<file path="config.mk">
export PLATFORM = sky130hd
export DESIGN_NAME = mvp_div
export DESIGN_NICKNAME = d
export VERILOG_FILES = /design/src/hw/rtl/mvp_pkg.sv /design/src/hw/rtl/mvp_div.sv
export SDC_FILE = /design/constraint.sdc
export NUM_CORES = 1
export LEC_CHECK = 0
export ABC_AREA = 1
export BUFFER_PORTS_ARGS = -buffer_cell sky130_fd_sc_hd__buf_4
export CAP_MARGIN = 20
export CORE_MARGIN = 1
export CORE_UTILIZATION = 40
export DETAILED_ROUTE_END_ITERATION = 8
export PLACE_DENSITY = 0.67
export SLEW_MARGIN = 10
export SYNTH_ARGS = -nofsm -noshare
export SYNTH_HDL_FRONTEND = slang
export SYNTH_SLANG_ARGS = --single-unit
</file>
<file path="constraint.sdc">
create_clock -name clk_i -period 3.23 [get_ports clk_i]
set_input_delay 0.1615 -clock clk_i [delete_from_list [all_inputs] [get_ports clk_i]]
set_output_delay 0.1615 -clock clk_i [all_outputs]
set_load 0.02 [all_outputs]
</file>
<file path="src/hw/rtl/mvp_pkg.sv">
// Package with types and constants of the vertex projection block.
package mvp_pkg;

  localparam int unsigned ModeW  = 2;

  // Draw mode codes.
  localparam logic [ModeW-1:0] ModeSkip  = 2'd0;
  localparam logic [ModeW-1:0] ModeBack  = 2'd1;
  localparam logic [ModeW-1:0] ModeFront = 2'd2;

  // Command codes.
  localparam logic CmdVertex = 1'b0;
  localparam logic CmdFace   = 1'b1;

  // Register indexes.
  localparam logic [2:0] RegSinX  = 3'd0;
  localparam logic [2:0] RegCosX  = 3'd1;
  localparam logic [2:0] RegSinY  = 3'd2;
  localparam logic [2:0] RegCosY  = 3'd3;
  localparam logic [2:0] RegZoom  = 3'd4;
  localparam logic [2:0] RegDist  = 3'd5;
  localparam logic [2:0] RegCull  = 3'd6;
  localparam logic [2:0] RegCentY = 3'd7;

  // Divider control passed to the shared divider.
  typedef struct packed {
    logic               start;
    logic signed [31:0] num;
    logic signed [16:0] den;
  } div_req_t;

endpackage

</file>
<file path="src/hw/rtl/mvp_div.sv">
// Radix-2 restoring divider, signed, truncating, one quotient bit per cycle.
module mvp_div (
  input  logic              clk_i,
  input  logic              rst_ni,
  input  mvp_pkg::div_req_t req_i,
  output logic              busy_o,
  output logic [15:0]       quot_o
);

  logic [31:0] rem_q, rem_d, mag_q, mag_d;
  logic [16:0] dmag_q, dmag_d;
  logic [5:0]  cnt_q, cnt_d;
  logic        neg_q, neg_d, busy_q, busy_d;
  logic [32:0] trial;
  logic [31:0] nabs;

  always_comb begin
    nabs = req_i.num[31] ? 32'(-req_i.num) : 32'(req_i.num);
    trial = {rem_q, mag_q[31]} - {16'd0, dmag_q};
  end

  // Shift in one numerator bit each cycle while busy; quotient collects in mag.
  always_comb begin
    rem_d = rem_q; mag_d = mag_q; dmag_d = dmag_q;
    cnt_d = cnt_q; neg_d = neg_q; busy_d = busy_q;
    if (req_i.start) begin
      rem_d  = '0;
      mag_d  = nabs;
      dmag_d = req_i.den[16] ? 17'(-req_i.den) : 17'(req_i.den);
      neg_d  = req_i.num[31] ^ req_i.den[16];
      cnt_d  = 6'd32;
      busy_d = 1'b1;
    end else if (busy_q) begin
      if (!trial[32]) begin
        rem_d = trial[31:0];
        mag_d = {mag_q[30:0], 1'b1};
      end else begin
        rem_d = {rem_q[30:0], mag_q[31]};
        mag_d = {mag_q[30:0], 1'b0};
      end
      cnt_d  = cnt_q - 6'd1;
      busy_d = (cnt_q != 6'd1);
    end
  end

  always_ff @(posedge clk_i or negedge rst_ni) begin
    if (!rst_ni) begin
      busy_q <= 1'b0;
      cnt_q  <= '0;
    end else begin
      busy_q <= busy_d;
      cnt_q  <= cnt_d;
    end
  end

  always_ff @(posedge clk_i) begin
    rem_q  <= rem_d;
    mag_q  <= mag_d;
    dmag_q <= dmag_d;
    neg_q  <= neg_d;
  end

  assign busy_o = busy_q;
  assign quot_o = neg_q ? 16'(-mag_q[15:0]) : mag_q[15:0];

endmodule

</file>
# Word level (Yosys, flattened, before mapping)
# Index checks and enable logic that the tools add are counted.
# word_totals
input_bits	52
elab_cells	26
regBits	89
# classes
n_mux	11
n_bitwise	1
addsub	5
n_eq_ne	1
reduce_logical	1
# ops
operator	n
two-way mux 32 bit	4
subtractor 33 x 17 -> 33 bit	1
two-way mux 16 bit	2
negation 32 bit	1
negation 17 bit	1
negation 16 bit	1
two-way mux 6 bit	2
inequality test 6 x 1 -> 1 bit, second input constant	1
subtractor 6 x 1 -> 6 bit, second input constant	1
two-way mux 1 bit	3
nonzero test 2 bit	1
XOR 1 bit	1

# Logic depth before layout (Yosys ltp)
# logic_depth
depth_word	4
mapped_depth	19
mapped_depth_nobuf	18

# Worst setup path before layout
# No wires, ideal clock.
# synth_path
path_kind	reg-to-reg
startpoint	register mag_q[31]
endpoint	register mag_q[0] (data pin)
stages_incl_launch_ff	17
arrival_time_ps	1941
period_less_slack_ps	2210
setup_slack_ps	1020
path_cell_list	edfxtp_1 -> inv_1 -> ha_1 -> fa_1 -> inv_1 -> nand2_1 -> nand2_1 -> nand3_1 -> nand2_2 -> nand2_1 -> nand2_2 -> nand2_4 -> nand2_1 -> nand2_1 -> nand2_2 -> buf_4 -> o21ai_0
# synth_between
elab_chain_len	4
# synth_lines
element	line_no	text
from (decl)	mvp_div.sv:10	logic [31:0] rem_q, rem_d, mag_q, mag_d;
from (signal assigned)	mvp_div.sv:58	mag_q <= mag_d;
subtractor 33 x 17 -> 33 bit	mvp_div.sv:19	trial = {rem_q, mag_q[31]} - {16'd0, dmag_q};
two-way mux 1 bit	mvp_div.sv:34	if (!trial[32]) begin
two-way mux 32 bit	mvp_div.sv:33	end else if (busy_q) begin
two-way mux 32 bit	mvp_div.sv:26	if (req_i.start) begin
net mag_d[0]	mvp_div.sv:10	
# The timed path passes the listed nets, and every way through them passes these cells. The select of a mux whose other input is x is not followed.
# A chain may end at the register's enable or synchronous reset.

# Final worst setup path
# Ends and elaborated chain as after synthesis.

==> metrics.txt <==
Port Buf Inserts=slightly below 70; vias in the first global route=just under 6000; CP Data Required Time=~3.3 ns; via count=6433; Seq/Total Area, Yosys=between 30% and 40%; post-route antenna net violation count=0; CP Buf/Inv Count=3; Critical Path AT=2.76 ns; Final Hold Viols=0; Top Ports=between 60 and 70; Static Leakage=about 4.0 nW; Initial Util=41.3%; Die Wd=about 130 um; GP Congestion=0.883; ANT cells=0; First-pass DRT Iterations=5; max-slew violation count=0; Worst path max stage delay=0.39 ns; WHS=approximately 0.019 ns; synthesis-to-finish area growth=15.1%; Max-Cap Viols=0; Peak Freq=approximately 380 MHz; FF/Latch Area=roughly 2300 um^2; H-tree depth=3; Setup crit end kind=register; fin util=between 40% and 50%; CTS tree=built; synthesized cell area=approximately 7000 um^2; Crit Path Class=register to register; library cells used by synthesis=40; global-route wire length before repair=between 20000 and 30000 um; multi-input logic area=3850 um^2; async set-reset flop share out of synthesis=under 10%; Synth Net Count=roughly 1100; initial antenna violation count=0; core footprint=roughly 17000 um^2; power density cells=between 700 and 800 nW/um^2; clk sinks=89; CP most frequent cell=nand2_1; top cells by count, synth=nand2_1 (354), inv_1 (159), nor2_1 (95), nand3_1 (84), edfxtp_1 (50); residual DRC count=0; post-synth top area cell=edfxtp_1; fin crit period=approximately 2.7 ns; final WL=16600 um; period utilisation layout=between 80% and 90%; yosys warns=0; placed insts=approximately 1300; final cell count without fillers=between 1000 and 1500; GRT Total Usage=~19%; Die ar.=17800 um^2; layout net count=roughly 1200; share of cells above drive strength 1=10.8%; ys flop type=edfxtp_1; worst vdd ir=~0.00033 V; post-DR vias/cell=4.82; Detail Placement HPWL=about 13000 um; Slew headroom=between 50% and 60%; Crit-path slowest cell=fa_1; wire per inst=~12 um; Top delay family on crit path=simple AND/OR/NAND/NOR gates; Worst-Margin Slew=0.721 ns; Hold Crit Class=input port to register; status=finished, final reports clean; number of fillers in the final layout=1700; Synth top area share=between 20% and 30%; worst reg2reg setup slack=around 0.57 ns; std cell rows=47; Clock Latency Late Sink=roughly 0.36 ns; TNS Setup=0 ns; CP Launch Type=register; worst path cell trace=inv_1 > ha_1 > fa_1 > inv_1 > nand2_1 > nand2_1 > nand3_1 > nand2_2 > nand2_1 > nand2_2 > nand2_4 > nand2_1 > nand2_1 > nand2_2 > buf_12 > o21ai_0; die height=between 100 and 150 um; Area contributors post-synth=edfxtp_1 (22%), nand2_1 (19%), dfxtp_1 (9.3%), inv_1 (8.6%), nand3_1 (6.1%); Starting DRT DRC Count=about 330; Post-synth EDFFs=50; mean post-synth cell area=between 6 and 7 um^2; Clock transition at path regs=0.07 ns; clock tree buffer depth=2; skew final=0.0108 ns; RSZ-0062 raised after global routing=no; count leader, synth=nand2_1; TritonCTS buffer count=9; CP Max Fanout=18; largest net degree at the start of global routing=35; Final Power=6.00 mW; synthesized instance count=roughly 1000; Synth Register Bits=89; GRT overflow=0; setup violators final=0; root buf cell=clkbuf_16
[registers in the layout, indices dropped and copies added, names as in the netlist]
register / flops
rem_q: 32
mag_q: 32
dmag_q: 17
neg_q: 1
busy_o: 1
cnt_q: 6
[metal layers]
metal | global-route usage, % | share of wire [%] | up-vias
met5 | 0 | 0 | -
met4 | 5.43 | 1.4 | 0
met3 | 3.69 | 5.1 | 19
met2 | 32.7 | 47 | 171
met1 | 25.4 | 47 | 2830
li1 | - | - | 3413
[worst paths after layout]
kind	startpoint	to	depth (start not counted)
worst max-delay path	mag_q[31]$_DFFE_PP_	mag_q[0]$_DFFE_PP_	16
worst min-delay path	req_i[0]	dmag_q[0]$_DFFE_PP_	1
worst max register to register	mag_q[31]$_DFFE_PP_	mag_q[0]$_DFFE_PP_	16
worst min register to register	rem_q[26]$_SDFFE_PP0P_	rem_q[26]$_SDFFE_PP0P_	2
max in group asynchronous	rst_ni	busy_o$_DFF_PN0_	2
min in group asynchronous	rst_ni	cnt_q[4]$_DFFE_PN0P_	2
[area by class of cell]
type                            count  area share, %
Clock buffer                       11           3.21
Timing Repair Buffer               76           7.53
Clock inverter                      5          0.536
Tap cell                          220           3.47
Inverter                          160           7.56
Multi-Input combinational cell    775           48.5
Sequential cell                    89           29.2
[cells in the final DEF (no fill, tap or decap), types with 32 or more instances in the layout]
cell type,instances
edfxtp_1,50
nand2_1,354
dfxtp_1,32
xor2_1,40
nand3_1,84
o21ai_0,48
inv_1,159
buf_4,73
nor2_1,93
[power by group]
group | switching, mW | leakage [nW] | internal [mW]
Sequential | 0.257 | 0.872 | 1.50
Combinational | 1.98 | 2.94 | 1.20
Clock | 0.486 | 0.152 | 0.585
Total | 2.72 | 3.97 | 3.28
[worst register-to-register path, cell delays in order, from the launching register on]
cell	delay (ns)
edfxtp_1	0.33
inv_1	0.05
ha_1	0.22
fa_1	0.39
inv_1	0.08
nand2_1	0.06
nand2_1	0.08
nand3_1	0.08
nand2_2	0.11
nand2_1	0.07
nand2_2	0.10
nand2_4	0.07
nand2_1	0.10
nand2_1	0.09
nand2_2	0.28
buf_12	0.20
o21ai_0	0.08
[through the flow]
stage          instance area [um^2]  worst slack [ns]
3_3_place_gp                   7630             0.658
5_1_grt                        7940             0.347
3_5_place_dp                   7630             0.606
4_1_cts                        7940             0.574
2_1_floorplan                  6900              1.02
6_report                       7940             0.573
[timing repair]
action,in CTS,in global routing
hold endpoints to repair,7,0
setup buffers,0,0
hold buffers,1,0
gates resized for setup,0,0
[kinds of logic after synthesis]
| logic type | Yosys count | share of synthesized area, % |
|---|---|---|
| AO/OA/AOI/OAI | 89 | 6.82 |
| XOR/XNOR | 64 | 8.12 |
| AND/OR/NAND/NOR | 599 | 36.5 |
| buffers and inverters | 185 | 10.7 |
| adder cells (fa/ha/maj) | 23 | 4.28 |
| flip-flops | 89 | 33.6 |
(Power assumes the default switching activity.)
